[src/design/sgb_pkg.sv]
// Shared constants, register codes and types of the scaled glyph blitter.
`default_nettype none
package sgb_pkg;
    localparam int GLYPH_SIZE  = 8;
    localparam int SLOT_STRIDE = GLYPH_SIZE + 1;
    localparam int MAX_SCALE   = 8;
    localparam int XW          = 13;   // pixel coordinate width incl. scaled offsets
    localparam int AW          = 33;   // write address width
    localparam int OFFW        = 16;   // x * bytes-per-pixel width
    localparam int SCW         = 4;    // scale value width
    localparam int STW         = 3;    // dx/dy step counter width
    localparam int CFG_IDX_W   = 3;
    localparam int CFG_DATA_W  = 32;

    localparam logic [CFG_IDX_W-1:0] REG_FRAME_BASE   = 3'd0;
    localparam logic [CFG_IDX_W-1:0] REG_LINE_PITCH   = 3'd1;
    localparam logic [CFG_IDX_W-1:0] REG_PIXEL_BYTES  = 3'd2;
    localparam logic [CFG_IDX_W-1:0] REG_PIXEL_COLOR  = 3'd3;
    localparam logic [CFG_IDX_W-1:0] REG_SCALE_FACTOR = 3'd4;

    typedef struct packed {
        logic [31:0] frame_base;
        logic [15:0] line_pitch;
        logic [2:0]  pixel_bytes;
        logic [31:0] pixel_color;
        logic [3:0]  scale_factor;
    } t_cfg;

    // One set glyph pixel, ready for expansion.
    typedef struct packed {
        logic [AW-1:0]   row_addr;   // base + y0 * pitch
        logic [OFFW-1:0] x_off;      // x0 * bytes per pixel
        logic [STW-1:0]  scale_m1;
    } t_blit;
endpackage
`default_nettype wire

[src/design/sgb_if.sv]
// Channel interfaces: glyph cell input, framebuffer write output, register write.
`default_nettype none
interface sgb_in_if;
    logic        valid;
    logic        ready;
    logic [1:0]  glyph_slot;
    logic [2:0]  glyph_row;
    logic [2:0]  glyph_col;
    logic [7:0]  row_bits;
    logic [11:0] origin_x;
    logic [11:0] origin_y;
    modport source (output valid, glyph_slot, glyph_row, glyph_col, row_bits,
                    origin_x, origin_y, input ready);
    modport sink   (input valid, glyph_slot, glyph_row, glyph_col, row_bits,
                    origin_x, origin_y, output ready);
endinterface

interface sgb_out_if;
    logic        valid;
    logic        ready;
    logic [32:0] write_address;
    logic [31:0] write_data;
    logic        last_write;
    modport source (output valid, write_address, write_data, last_write, input ready);
    modport sink   (input valid, write_address, write_data, last_write, output ready);
endinterface

interface sgb_cfg_if;
    logic        valid;
    logic        ready;
    logic [2:0]  index;
    logic [31:0] data;
    modport source (output valid, index, data, input ready);
    modport sink   (input valid, index, data, output ready);
endinterface
`default_nettype wire

[src/design/sgb_expander.sv]
// Expands one set glyph pixel into scale x scale framebuffer writes, with output register.
`default_nettype none
module sgb_expander (
    input  wire              i_clk,
    input  wire              i_rst_n,
    input  wire              i_valid,
    output logic             o_ready,
    input  sgb_pkg::t_blit   i_blit,
    input  sgb_pkg::t_cfg    i_cfg,
    sgb_out_if.source        o_out
);
    import sgb_pkg::*;

    logic            r_ex_v;
    logic [STW-1:0]  r_dx, r_dy, r_sm1;
    logic [AW-1:0]   r_row;
    logic [OFFW-1:0] r_xoff, r_xstart;
    logic            r_out_v;
    logic [AW-1:0]   r_out_addr;
    logic [31:0]     r_out_data;
    logic            r_out_last;

    logic out_ld, emit, last, row_end;

    assign out_ld  = !r_out_v || o_out.ready;
    assign emit    = r_ex_v && out_ld;
    assign row_end = (r_dx == r_sm1);
    assign last    = row_end && (r_dy == r_sm1);
    assign o_ready = !r_ex_v || (emit && last);

    always_ff @(posedge i_clk) begin
        if (!i_rst_n) begin
            r_ex_v <= 1'b0;
            r_dx   <= '0;
            r_dy   <= '0;
        end else begin
            if (i_valid && o_ready) begin
                r_ex_v <= 1'b1;
                r_dx   <= '0;
                r_dy   <= '0;
            end else if (emit) begin
                if (last) begin
                    r_ex_v <= 1'b0;
                    r_dx   <= '0;
                    r_dy   <= '0;
                end else if (row_end) begin
                    r_dx <= '0;
                    r_dy <= r_dy + 1'b1;
                end else begin
                    r_dx <= r_dx + 1'b1;
                end
            end
        end
    end

    // Running row address and column offset: one add per emitted write.
    always_ff @(posedge i_clk) begin
        if (i_valid && o_ready) begin
            r_row    <= i_blit.row_addr;
            r_xoff   <= i_blit.x_off;
            r_xstart <= i_blit.x_off;
            r_sm1    <= i_blit.scale_m1;
        end else if (emit) begin
            if (row_end) begin
                r_xoff <= r_xstart;
                r_row  <= r_row + AW'(i_cfg.line_pitch);
            end else begin
                r_xoff <= r_xoff + OFFW'(i_cfg.pixel_bytes);
            end
        end
    end

    always_ff @(posedge i_clk) begin
        if (!i_rst_n) begin
            r_out_v <= 1'b0;
        end else if (out_ld) begin
            r_out_v <= r_ex_v;
        end
    end

    always_ff @(posedge i_clk) begin
        if (emit) begin
            r_out_addr <= r_row + AW'(r_xoff);
            r_out_data <= i_cfg.pixel_color;
            r_out_last <= last;
        end
    end

    assign o_out.valid         = r_out_v;
    assign o_out.write_address = r_out_addr;
    assign o_out.write_data    = r_out_data;
    assign o_out.last_write    = r_out_last;

    a_step_range: assert property (@(posedge i_clk) disable iff (!i_rst_n)
        r_ex_v |-> (r_dx <= r_sm1) && (r_dy <= r_sm1))
        else $error("expander step counter past scale");

    a_no_early_load: assert property (@(posedge i_clk) disable iff (!i_rst_n)
        (emit && !last) |=> r_ex_v && (r_dx != '0 || r_dy != '0))
        else $error("expansion cut short");

    a_row_hold: assert property (@(posedge i_clk) disable iff (!i_rst_n)
        (emit && !row_end) |=> (r_dy == $past(r_dy)) && (r_row == $past(r_row)))
        else $error("row advanced mid-row");

    a_out_last_once: assert property (@(posedge i_clk) disable iff (!i_rst_n)
        (emit && last) |=> !r_ex_v || (r_dx == '0 && r_dy == '0))
        else $error("counters not cleared after last write");
endmodule
`default_nettype wire

[src/design/scaled_glyph_blitter_top.sv]
// Top level of the scaled glyph blitter: registers, address pipeline, expander.
// A glyph cell whose bit is set produces scale*scale writes (9 at the default
// scale of 3, up to 64), one per cycle at the output port while it is ready; a
// cell whose bit is clear is dropped at the first stage and produces no write.
// Between acceptance and the first write lie a capture stage, a coordinate stage,
// a stage with the y*pitch multiply, the expander and the output register. The
// expander, which adds one pixel step per cycle while the output is ready, sets
// the sustained rate. Registers should be written only while no cell is in
// flight; the register port is always ready.
`default_nettype none
module scaled_glyph_blitter_top (
    input  wire        i_clk,
    input  wire        i_rst_n,
    sgb_in_if.sink     i_in,
    sgb_cfg_if.sink    i_cfg,
    sgb_out_if.source  o_out
);
    import sgb_pkg::*;

    t_cfg r_cfg;

    assign i_cfg.ready = 1'b1;

    always_ff @(posedge i_clk) begin
        if (!i_rst_n) begin
            r_cfg.frame_base   <= 32'd0;
            r_cfg.line_pitch   <= 16'd5120;
            r_cfg.pixel_bytes  <= 3'd4;
            r_cfg.pixel_color  <= 32'h0000_FF00;
            r_cfg.scale_factor <= 4'd3;
        end else if (i_cfg.valid) begin
            unique case (i_cfg.index)
                REG_FRAME_BASE:   r_cfg.frame_base   <= i_cfg.data;
                REG_LINE_PITCH:   r_cfg.line_pitch   <= i_cfg.data[15:0];
                REG_PIXEL_BYTES:  r_cfg.pixel_bytes  <= i_cfg.data[2:0];
                REG_PIXEL_COLOR:  r_cfg.pixel_color  <= i_cfg.data;
                REG_SCALE_FACTOR: r_cfg.scale_factor <= i_cfg.data[3:0];
                default: ;
            endcase
        end
    end

    // Zero acts as one, large values saturate.
    logic [SCW-1:0] eff_scale;
    always_comb begin
        priority if (r_cfg.scale_factor == '0)
            eff_scale = SCW'(1);
        else if (r_cfg.scale_factor > SCW'(MAX_SCALE))
            eff_scale = SCW'(MAX_SCALE);
        else
            eff_scale = r_cfg.scale_factor;
    end

    logic s1_ready, s2_ready, s3_ready, ex_ready;
    logic pix_set;

    // Stage 1: capture, drop cells whose bit is clear.
    logic           r_s1_v;
    logic [1:0]     r_s1_slot;
    logic [2:0]     r_s1_row, r_s1_col;
    logic [11:0]    r_s1_ox, r_s1_oy;
    logic [SCW-1:0] r_s1_scale;

    assign pix_set    = i_in.row_bits[3'd7 - i_in.glyph_col];
    assign s1_ready   = !r_s1_v || s2_ready;
    assign i_in.ready = s1_ready;

    always_ff @(posedge i_clk) begin
        if (!i_rst_n) begin
            r_s1_v <= 1'b0;
        end else if (s1_ready) begin
            r_s1_v <= i_in.valid && pix_set;
        end
    end

    always_ff @(posedge i_clk) begin
        if (s1_ready) begin
            r_s1_slot  <= i_in.glyph_slot;
            r_s1_row   <= i_in.glyph_row;
            r_s1_col   <= i_in.glyph_col;
            r_s1_ox    <= i_in.origin_x;
            r_s1_oy    <= i_in.origin_y;
            r_s1_scale <= eff_scale;
        end
    end

    // Stage 2: pixel coordinates of the square's top-left corner.
    logic           r_s2_v;
    logic [XW-1:0]  r_s2_x, r_s2_y;
    logic [SCW-1:0] r_s2_scale;
    logic [XW-1:0]  slot_x, col_x, row_y;

    assign s2_ready = !r_s2_v || s3_ready;
    assign slot_x   = XW'(r_s1_slot) * XW'(SLOT_STRIDE) * XW'(r_s1_scale);
    assign col_x    = XW'(r_s1_col) * XW'(r_s1_scale);
    assign row_y    = XW'(r_s1_row) * XW'(r_s1_scale);

    always_ff @(posedge i_clk) begin
        if (!i_rst_n) begin
            r_s2_v <= 1'b0;
        end else if (s2_ready) begin
            r_s2_v <= r_s1_v;
        end
    end

    always_ff @(posedge i_clk) begin
        if (s2_ready) begin
            r_s2_x     <= XW'(r_s1_ox) + slot_x + col_x;
            r_s2_y     <= XW'(r_s1_oy) + row_y;
            r_s2_scale <= r_s1_scale;
        end
    end

    // Stage 3: row base address and column byte offset.
    logic  r_s3_v;
    t_blit r_s3_blit;

    assign s3_ready = !r_s3_v || ex_ready;

    always_ff @(posedge i_clk) begin
        if (!i_rst_n) begin
            r_s3_v <= 1'b0;
        end else if (s3_ready) begin
            r_s3_v <= r_s2_v;
        end
    end

    always_ff @(posedge i_clk) begin
        if (s3_ready) begin
            r_s3_blit.row_addr <= AW'(r_cfg.frame_base)
                                  + AW'(r_s2_y) * AW'(r_cfg.line_pitch);
            r_s3_blit.x_off    <= OFFW'(r_s2_x) * OFFW'(r_cfg.pixel_bytes);
            r_s3_blit.scale_m1 <= STW'(r_s2_scale - SCW'(1));
        end
    end

    sgb_expander u_expander (
        .i_clk   (i_clk),
        .i_rst_n (i_rst_n),
        .i_valid (r_s3_v),
        .o_ready (ex_ready),
        .i_blit  (r_s3_blit),
        .i_cfg   (r_cfg),
        .o_out   (o_out)
    );
endmodule
`default_nettype wire
[src/flat_wrapper.sv]
// flat-port wrapper written by rule: the top's interface ports become plain ports
module scaled_glyph_blitter_top_flat import sgb_pkg::*;
  (i_clk, i_rst_n, i_in_valid, i_in_glyph_slot, i_in_glyph_row, i_in_glyph_col, i_in_row_bits, i_in_origin_x, i_in_origin_y, i_in_ready, i_cfg_valid, i_cfg_index, i_cfg_data, i_cfg_ready, o_out_valid, o_out_write_address, o_out_write_data, o_out_last_write, o_out_ready);
  sgb_in_if i_in_i ();
  sgb_cfg_if i_cfg_i ();
  sgb_out_if o_out_i ();
  input  wire i_clk;
  input  wire i_rst_n;
  input wire logic [$bits(i_in_i.valid)-1:0] i_in_valid;
  input wire logic [$bits(i_in_i.glyph_slot)-1:0] i_in_glyph_slot;
  input wire logic [$bits(i_in_i.glyph_row)-1:0] i_in_glyph_row;
  input wire logic [$bits(i_in_i.glyph_col)-1:0] i_in_glyph_col;
  input wire logic [$bits(i_in_i.row_bits)-1:0] i_in_row_bits;
  input wire logic [$bits(i_in_i.origin_x)-1:0] i_in_origin_x;
  input wire logic [$bits(i_in_i.origin_y)-1:0] i_in_origin_y;
  output wire logic [$bits(i_in_i.ready)-1:0] i_in_ready;
  input wire logic [$bits(i_cfg_i.valid)-1:0] i_cfg_valid;
  input wire logic [$bits(i_cfg_i.index)-1:0] i_cfg_index;
  input wire logic [$bits(i_cfg_i.data)-1:0] i_cfg_data;
  output wire logic [$bits(i_cfg_i.ready)-1:0] i_cfg_ready;
  output wire logic [$bits(o_out_i.valid)-1:0] o_out_valid;
  output wire logic [$bits(o_out_i.write_address)-1:0] o_out_write_address;
  output wire logic [$bits(o_out_i.write_data)-1:0] o_out_write_data;
  output wire logic [$bits(o_out_i.last_write)-1:0] o_out_last_write;
  input wire logic [$bits(o_out_i.ready)-1:0] o_out_ready;
  assign i_in_i.valid = i_in_valid;
  assign i_in_i.glyph_slot = i_in_glyph_slot;
  assign i_in_i.glyph_row = i_in_glyph_row;
  assign i_in_i.glyph_col = i_in_glyph_col;
  assign i_in_i.row_bits = i_in_row_bits;
  assign i_in_i.origin_x = i_in_origin_x;
  assign i_in_i.origin_y = i_in_origin_y;
  assign i_in_ready = i_in_i.ready;
  assign i_cfg_i.valid = i_cfg_valid;
  assign i_cfg_i.index = i_cfg_index;
  assign i_cfg_i.data = i_cfg_data;
  assign i_cfg_ready = i_cfg_i.ready;
  assign o_out_valid = o_out_i.valid;
  assign o_out_write_address = o_out_i.write_address;
  assign o_out_write_data = o_out_i.write_data;
  assign o_out_last_write = o_out_i.last_write;
  assign o_out_i.ready = o_out_ready;
  scaled_glyph_blitter_top u_core (.i_clk(i_clk), .i_rst_n(i_rst_n), .i_in(i_in_i), .i_cfg(i_cfg_i), .o_out(o_out_i));
endmodule
[config.mk]
export PLATFORM = sky130hd
export DESIGN_NAME = scaled_glyph_blitter_top_flat
export DESIGN_NICKNAME = d
export VERILOG_FILES = /design/src/design/sgb_pkg.sv /design/src/design/sgb_if.sv /design/src/design/sgb_expander.sv /design/src/design/scaled_glyph_blitter_top.sv /design/src/flat_wrapper.sv
export SDC_FILE = /design/constraint.sdc
export NUM_CORES = 1
export LEC_CHECK = 0
export BUFFER_PORTS_ARGS = -buffer_cell sky130_fd_sc_hd__buf_2
export CAP_MARGIN = 20
export CORE_AREA = 2 2 209 417
export DETAILED_ROUTE_END_ITERATION = 7
export DIE_AREA = 0 0 211 419
export PLACE_DENSITY_LB_ADDON = 0.08
export SKIP_CTS_REPAIR_TIMING = 1
export SLEW_MARGIN = 10
export SYNTH_ARGS = -nofsm -noshare
export SYNTH_HDL_FRONTEND = slang
export SYNTH_HIERARCHICAL = 1
export SYNTH_SLANG_ARGS = --single-unit
[constraint.sdc]
create_clock -name i_clk -period 7.8 [get_ports i_clk]
set_input_delay 2.34 -clock i_clk [delete_from_list [all_inputs] [get_ports i_clk]]
set_output_delay 2.34 -clock i_clk [all_outputs]
set_load 0.05 [all_outputs]
==> impl_metrics.tcl, run 1 <==
set metrics [dict create \
    status "finished clean" \
    wl_met3_um 2390 \
    grt_pass1_vias 18360 \
    worst-setup-path-type "flip-flop to flip-flop" \
    grt_use_total_pct 15.61 \
    r2r-end "u_core/r_s3_blit[41]" \
    dp.cells 3658 \
    cts_tree "yes" \
    drcViolationCount 0 \
    slew_headroom_pct 46.62 \
    antenna_found_initial 0 \
    met1_length_um 30770 \
    clk_pin_slew_ns 0.06 \
    hp-class "flip-flop to flip-flop" \
    start_util_pct 29.78 \
    cp.arrival_ns 6.88 \
    grt_remaining_overflow 0 \
    worstPathMaxFanout 16 \
    worstReg2RegStart "u_core/r_s2_y[3]" \
    drt_iter0_markers 738 \
    worstSkewPairLatency_ns 0.59 \
    ctsLongestPathBuffers 3 \
    finalSetupViolCount 0 \
    fmax_mhz 152.8 \
    io_buffer_count 147 \
    synth_area_leader_cell "edfxtp_1" \
    worstSetupStartpoint "u_core/r_s2_y[3]" \
    firstDrtPassIters 5 \
    required_ns 8.13 \
    viasPerCell 4.599 \
    die_h_um 419 \
    leakage_nw 12.47 \
    wl_per_cell_um 18.00 \
    slew_violations 0 \
    grt_max_degree 71 \
    cts_root_buf "clkbuf_16" \
    top_layer_used "met4" \
    cts.sinks 349 \
    hpwl_um 52370 \
    synth_area_mm2 0.02543 \
    synth_top_flop_cell "edfxtp_1" \
    cp-start-kind "flip-flop" \
    critPathCaptureType "flip-flop" \
    postSynthNetCount 2994 \
    area_growth_pct 12.16 \
    rr_worst_depth 21 \
    ir_drop_mv 0.1908 \
    cts_made_buffers 38 \
    synth_area_per_cell_um2 10.12 \
    die_w_um 211 \
    async_reset_ff_share_pct 0 \
    synth-edff-count 251 \
    vias 17140 \
    mostFrequentLayoutCells "nand2_1 (428), inv_1 (321), edfxtp_1 (251), fa_1 (223), ha_1 (179)" \
    num_rows 152 \
    wl_um 67100 \
    fin_nets 3103 \
    crit_end "u_core/r_s3_blit[41]" \
    die_area_mm2 0.08841 \
    power.total_mw 6.051 \
    synth-warning-count 6 \
    grt_pass1_wl_um 106800 \
    worst_pin_slew_ns 0.7987 \
    fin_crit_sh_pct 83.93 \
    instances_no_fill 3727 \
    worst-r2r-setup-slack_ns 1.25 \
    synth_area_leaders "edfxtp_1 (30%), fa_1 (18%), ha_1 (8.8%)" \
    core-area_mm2 0.08539 \
    antenna_left 0 \
    clock_skew_ns 0.02076 \
    place_congestion 0.8024 \
    hold_viol 0 \
    finalSetupTns_ns 0 \
    holdPathStages 0 \
    placed_area_mm2 0.02722 \
    ioPinCount 149 \
    ys_types 81 \
    wl_met2_um 32430 \
    layout-drive-gt1-share_pct 9.589 \
    synth_top_cell_area_share_pct 29.64 \
    mostFrequentLayoutCell "nand2_1" \
    maxCapViolations 0 \
    ys_ff_latch 349 \
    yosysSeqAreaShare_pct 37.36 \
    ctsHtreeMaxLevel 2 \
    rsz0062_at_grt "false" \
    post-route-util_pct 33.40 \
    fill_cells 8790 \
    period_needed_ns 6.546 \
    synthCells 2512 \
    p_per_area_mw_per_mm2 212.2 \
    final_area_mm2 0.02852 \
    diodes 0 \
]
## sequential cells by signal (all words and copies together) (netlist names), 2 cells and up
signal / count
u_core/r_s2_y: 13
u_core/u_expander/r_xoff: 16
u_core/u_expander/r_xstart: 16
u_core/r_s1_scale: 4
u_core/u_expander/o_out.write_data: 32
u_core/u_expander/r_sm1: 3
u_core/r_s1_row: 3
u_core/r_cfg: 87
u_core/r_s1_slot: 2
u_core/u_expander/r_dy: 3
u_core/u_expander/r_dx: 3
u_core/r_s1_ox: 12
u_core/u_expander/r_row: 33
u_core/u_expander/o_out.write_address: 33
u_core/r_s1_col: 3
u_core/r_s3_blit: 52
u_core/r_s2_scale: 3
u_core/r_s2_x: 13
u_core/r_s1_oy: 12
## power breakdown
part           leakage (nW)  internal [mW]  switching (mW)
combinational          8.55          0.708            1.05
sequential             3.30           2.22           0.166
clock                 0.627           1.10           0.810
total                  12.5           4.03            2.03
## synth_stat cells (5+ instances only)
cell,number
dfxtp_1,98
a311o_1,8
a211oi_2,5
buf_2,7
clkbuf_1,79
nand2_1,428
a21o_1,30
nand2b_1,13
nor4_1,7
o21ai_1,7
a21boi_0,74
nor3_1,18
a31oi_1,12
a21oi_1,91
nor2_1,86
nand4_1,15
ha_1,179
or3_1,7
o21a_1,11
o21bai_1,7
mux2i_1,15
o21ai_0,93
inv_1,323
and3_1,14
nand3_1,38
edfxtp_1,251
fa_1,223
xor2_1,63
nor2b_1,25
and2_1,150
xnor2_1,56
## worst min-delay path by stage
| stage | from | to | slack, ns |
|---|---|---|---|
| after floorplan | u_core/r_s3_blit[0] | u_core/u_expander/r_sm1[0] | 0.40 |
| after global placement | u_core/r_s3_blit[2] | u_core/u_expander/r_sm1[2] | 0.40 |
| after detailed placement | u_core/r_s3_blit[1] | u_core/u_expander/r_sm1[1] | 0.41 |
| after CTS | u_core/r_cfg[17] | u_core/u_expander/o_out.write_data[13] | 0.41 |
| after global routing | u_core/r_cfg[17] | u_core/u_expander/o_out.write_data[13] | 0.43 |
| final | u_core/r_cfg[32] | u_core/u_expander/o_out.write_data[28] | 0.42 |
## critical path: stages (launching register included)
cell and delay (ns):
edfxtp_1 0.60, and2_1 0.28, fa_1 0.53, inv_1 0.05, fa_1 0.53, inv_1 0.05
fa_1 0.49, inv_1 0.05, fa_1 0.47, inv_1 0.05, fa_1 0.53, inv_1 0.05
fa_1 0.49, inv_1 0.04, ha_1 0.35, nand2_1 0.12, a2bb2oi_1 0.32, and2_1 0.22
o21ai_1 0.15, a221oi_2 0.50, o221ai_1 0.24, xor2_1 0.18
## layer usage
metal | up-vias | track usage (%)
li1 | 8482 | -
met5 | - | 0
met3 | 70 | 2.337
met1 | 8324 | 20.50
met2 | 264 | 26.64
met4 | 0 | 4.213
## layout make-up
cell class,count,area (um2),area share [%]
Multi-Input combinational cell,1742,14290,50.09
Sequential cell,349,9499,33.31
Tap cell,1078,1349,4.729
Inverter,325,1221,4.282
Clock buffer,51,1062,3.725
Timing Repair Buffer,165,878.3,3.080
Clock inverter,17,224.0,0.7853
## metrics by stage
stage / hold WS, ns / setup WS, ns
floorplan: 0.4003 / 1.244
global placement: 0.4041 / 1.237
detailed placement: 0.4098 / 1.209
CTS: 0.4086 / 1.209
global route: 0.4288 / 0.9228
finish: 0.4247 / 1.254
## cells by family (layout without fill, tap and decap cells)
kind of cell,after synthesis,after routing,synth area share [%]
AND/OR/NAND/NOR,821,821,15.00
buffers and inverters,421,558,6.481
adder cells (fa/ha/maj),402,402,26.37
AO/OA/AOI/OAI,381,381,9.866
flip-flops,349,349,37.36
XOR/XNOR,119,119,4.099
multiplexers,18,18,0.8119
other,1,1,0.01475
Note: power is estimated with default switching activity, not from simulation.
==> inputs of run 2 (changes only) <==
clock period = 6.47 ns   (was 7.8 ns; I/O delays follow)
==> run 2 against run 1 <==
Effect of this change:
- global-route usage down 0.079 points
- utilization rose by 0.55 points
- flip-flop and latch count is the same
- critical path depth is 2 lower
==> impl_metrics.tcl, run 2 (same netlist as run 1, synthesis figures left out) <==
set metrics [dict create \
    rsz0062_at_grt "false" \
    holdPathStages 0 \
    grt_use_total_pct 15.53 \
    worst_pin_slew_ns 0.7515 \
    finalSetupViolCount 0 \
    ctsLongestPathBuffers 3 \
    slew_headroom_pct 49.11 \
    fin_crit_sh_pct 95.39 \
    cts_tree "yes" \
    fin_nets 3156 \
    core-area_mm2 0.08539 \
    viasPerCell 4.598 \
    maxCapViolations 0 \
    wl_per_cell_um 17.65 \
    vias 17390 \
    critPathCaptureType "flip-flop" \
    cp.arrival_ns 6.63 \
    wl_met3_um 2312 \
    diodes 0 \
    period_needed_ns 6.172 \
    hold_viol 0 \
    p_per_area_mw_per_mm2 255.5 \
    antenna_left 0 \
    hpwl_um 52560 \
    status "finished clean" \
    grt_remaining_overflow 0 \
    clock_skew_ns 0.01701 \
    clk_pin_slew_ns 0.07 \
    worst-setup-path-type "flip-flop to flip-flop" \
    worstSkewPairLatency_ns 0.59 \
    wl_um 66750 \
    num_rows 152 \
    leakage_nw 12.75 \
    rr_worst_depth 19 \
    cts_made_buffers 39 \
    cp-start-kind "flip-flop" \
    grt_pass1_wl_um 106200 \
    die_w_um 211 \
    grt_max_degree 60 \
    start_util_pct 29.78 \
    area_growth_pct 13.99 \
    mostFrequentLayoutCells "nand2_1 (428), inv_1 (321), edfxtp_1 (251), fa_1 (223), ha_1 (179)" \
    drt_iter0_markers 757 \
    place_congestion 0.8076 \
    largestRegisters "u_core/r_cfg: 87 flops, u_core/r_s3_blit: 52 flops" \
    cts.sinks 349 \
    top_layer_used "met4" \
    required_ns 6.92 \
    antenna_found_initial 1 \
    r2r-end "u_core/r_s3_blit[50]" \
    layout-drive-gt1-share_pct 11.50 \
    grt_pass1_vias 18420 \
    io_buffer_count 147 \
    holdPathEnd "u_core/u_expander/r_sm1[0]" \
    fmax_mhz 162.0 \
    finalSetupTns_ns 0 \
    worstReg2RegStart "u_core/r_cfg[42]" \
    ir_drop_mv 0.2067 \
    ioPinCount 149 \
    ctsHtreeMaxLevel 2 \
    cts_root_buf "clkbuf_16" \
    drcViolationCount 0 \
    mostFrequentLayoutCell "nand2_1" \
    worstPathMaxFanout 11 \
    die_area_mm2 0.08841 \
    dp.cells 3700 \
    hp-class "flip-flop to flip-flop" \
    instances_no_fill 3782 \
    die_h_um 419 \
    largest-register "u_core/r_cfg" \
    post-route-util_pct 33.94 \
    met1_length_um 30050 \
    worst-r2r-setup-slack_ns 0.30 \
    slew_violations 0 \
    min_from "u_core/r_s3_blit[0]" \
    largest_register_ffs 87 \
    wl_met2_um 32470 \
    firstDrtPassIters 5 \
]
==> run 2: cell count changes in the layout (fill, tap and decap cells not counted), moves of 3 or more <==
| cell | delta |
|---|---|
| clkbuf_1 | -7 |
| clkinv_1 | +8 |
| buf_4 | +50 |
| clkinv_4 | -4 |
| clkinvlp_4 | +3 |
==> run 2: worst max-delay path by stage <==
stage / start / end / cells after the start
after floorplan: u_core/r_s2_y[2] / u_core/r_s3_blit[41] / 22
after global placement: u_core/r_cfg[46] / u_core/r_s3_blit[41] / 22
after detailed placement: u_core/r_cfg[46] / u_core/r_s3_blit[41] / 22
after CTS: u_core/r_cfg[46] / u_core/r_s3_blit[41] / 22
after global routing: u_core/r_cfg[43] / u_core/r_s3_blit[50] / 19
final: u_core/r_cfg[42] / u_core/r_s3_blit[50] / 19
==> run 2: worst max-delay path, cell delays in order, from the launching register on <==
cell and delay (ns):
dfxtp_1 0.64, nand2_1 0.15, fa_1 0.56, inv_1 0.05, fa_1 0.41, fa_1 0.54
inv_1 0.05, fa_1 0.46, fa_1 0.54, inv_1 0.05, fa_1 0.45, ha_1 0.38
a21o_1 0.18, a21oi_1 0.30, o21bai_1 0.12, a41o_4 0.28, a31oi_4 0.20, o211ai_2 0.15
a2111oi_2 0.35, a311o_1 0.16
==> run 2: metrics by stage <==
step	power [mW]	area, um2	setup slack [ns]	hold slack (ns)
2_1_floorplan	4.464	25430	0.6201	0.4003
3_3_place_gp	5.169	27550	0.1339	0.4040
3_5_place_dp	5.170	27550	0.1126	0.4045
4_1_cts	7.570	28860	0.1012	0.4184
5_1_grt	7.974	28990	0.002260	0.4260
6_report	7.407	28990	0.2984	0.4183
==> run 2: final cells by class <==
| cell class | count | area, um2 |
|---|---|---|
| clock inverters | 30 | 331.6 |
| clock buffers | 41 | 983.4 |
| inverters | 325 | 1221 |
| repair buffers | 217 | 1294 |
| fillers | 8787 | 56410 |
| well taps | 1078 | 1349 |
| multi-input cells | 1742 | 14310 |
| flip-flops and latches | 349 | 9500 |
==> run 2: metal layers <==
metal,vias to the layer above,GRT usage [%]
li1,8601,-
met1,8427,19.97
met2,276,26.80
met3,84,2.210
met4,0,4.834
met5,-,0
==> run 2: power breakdown <==
| part | internal (mW) | switching (mW) | leakage [nW] |
|---|---|---|---|
| Sequential | 2.67 | 0.130 | 3.30 |
| Clock | 1.32 | 1.00 | 0.630 |
| Combinational | 0.926 | 1.35 | 8.83 |
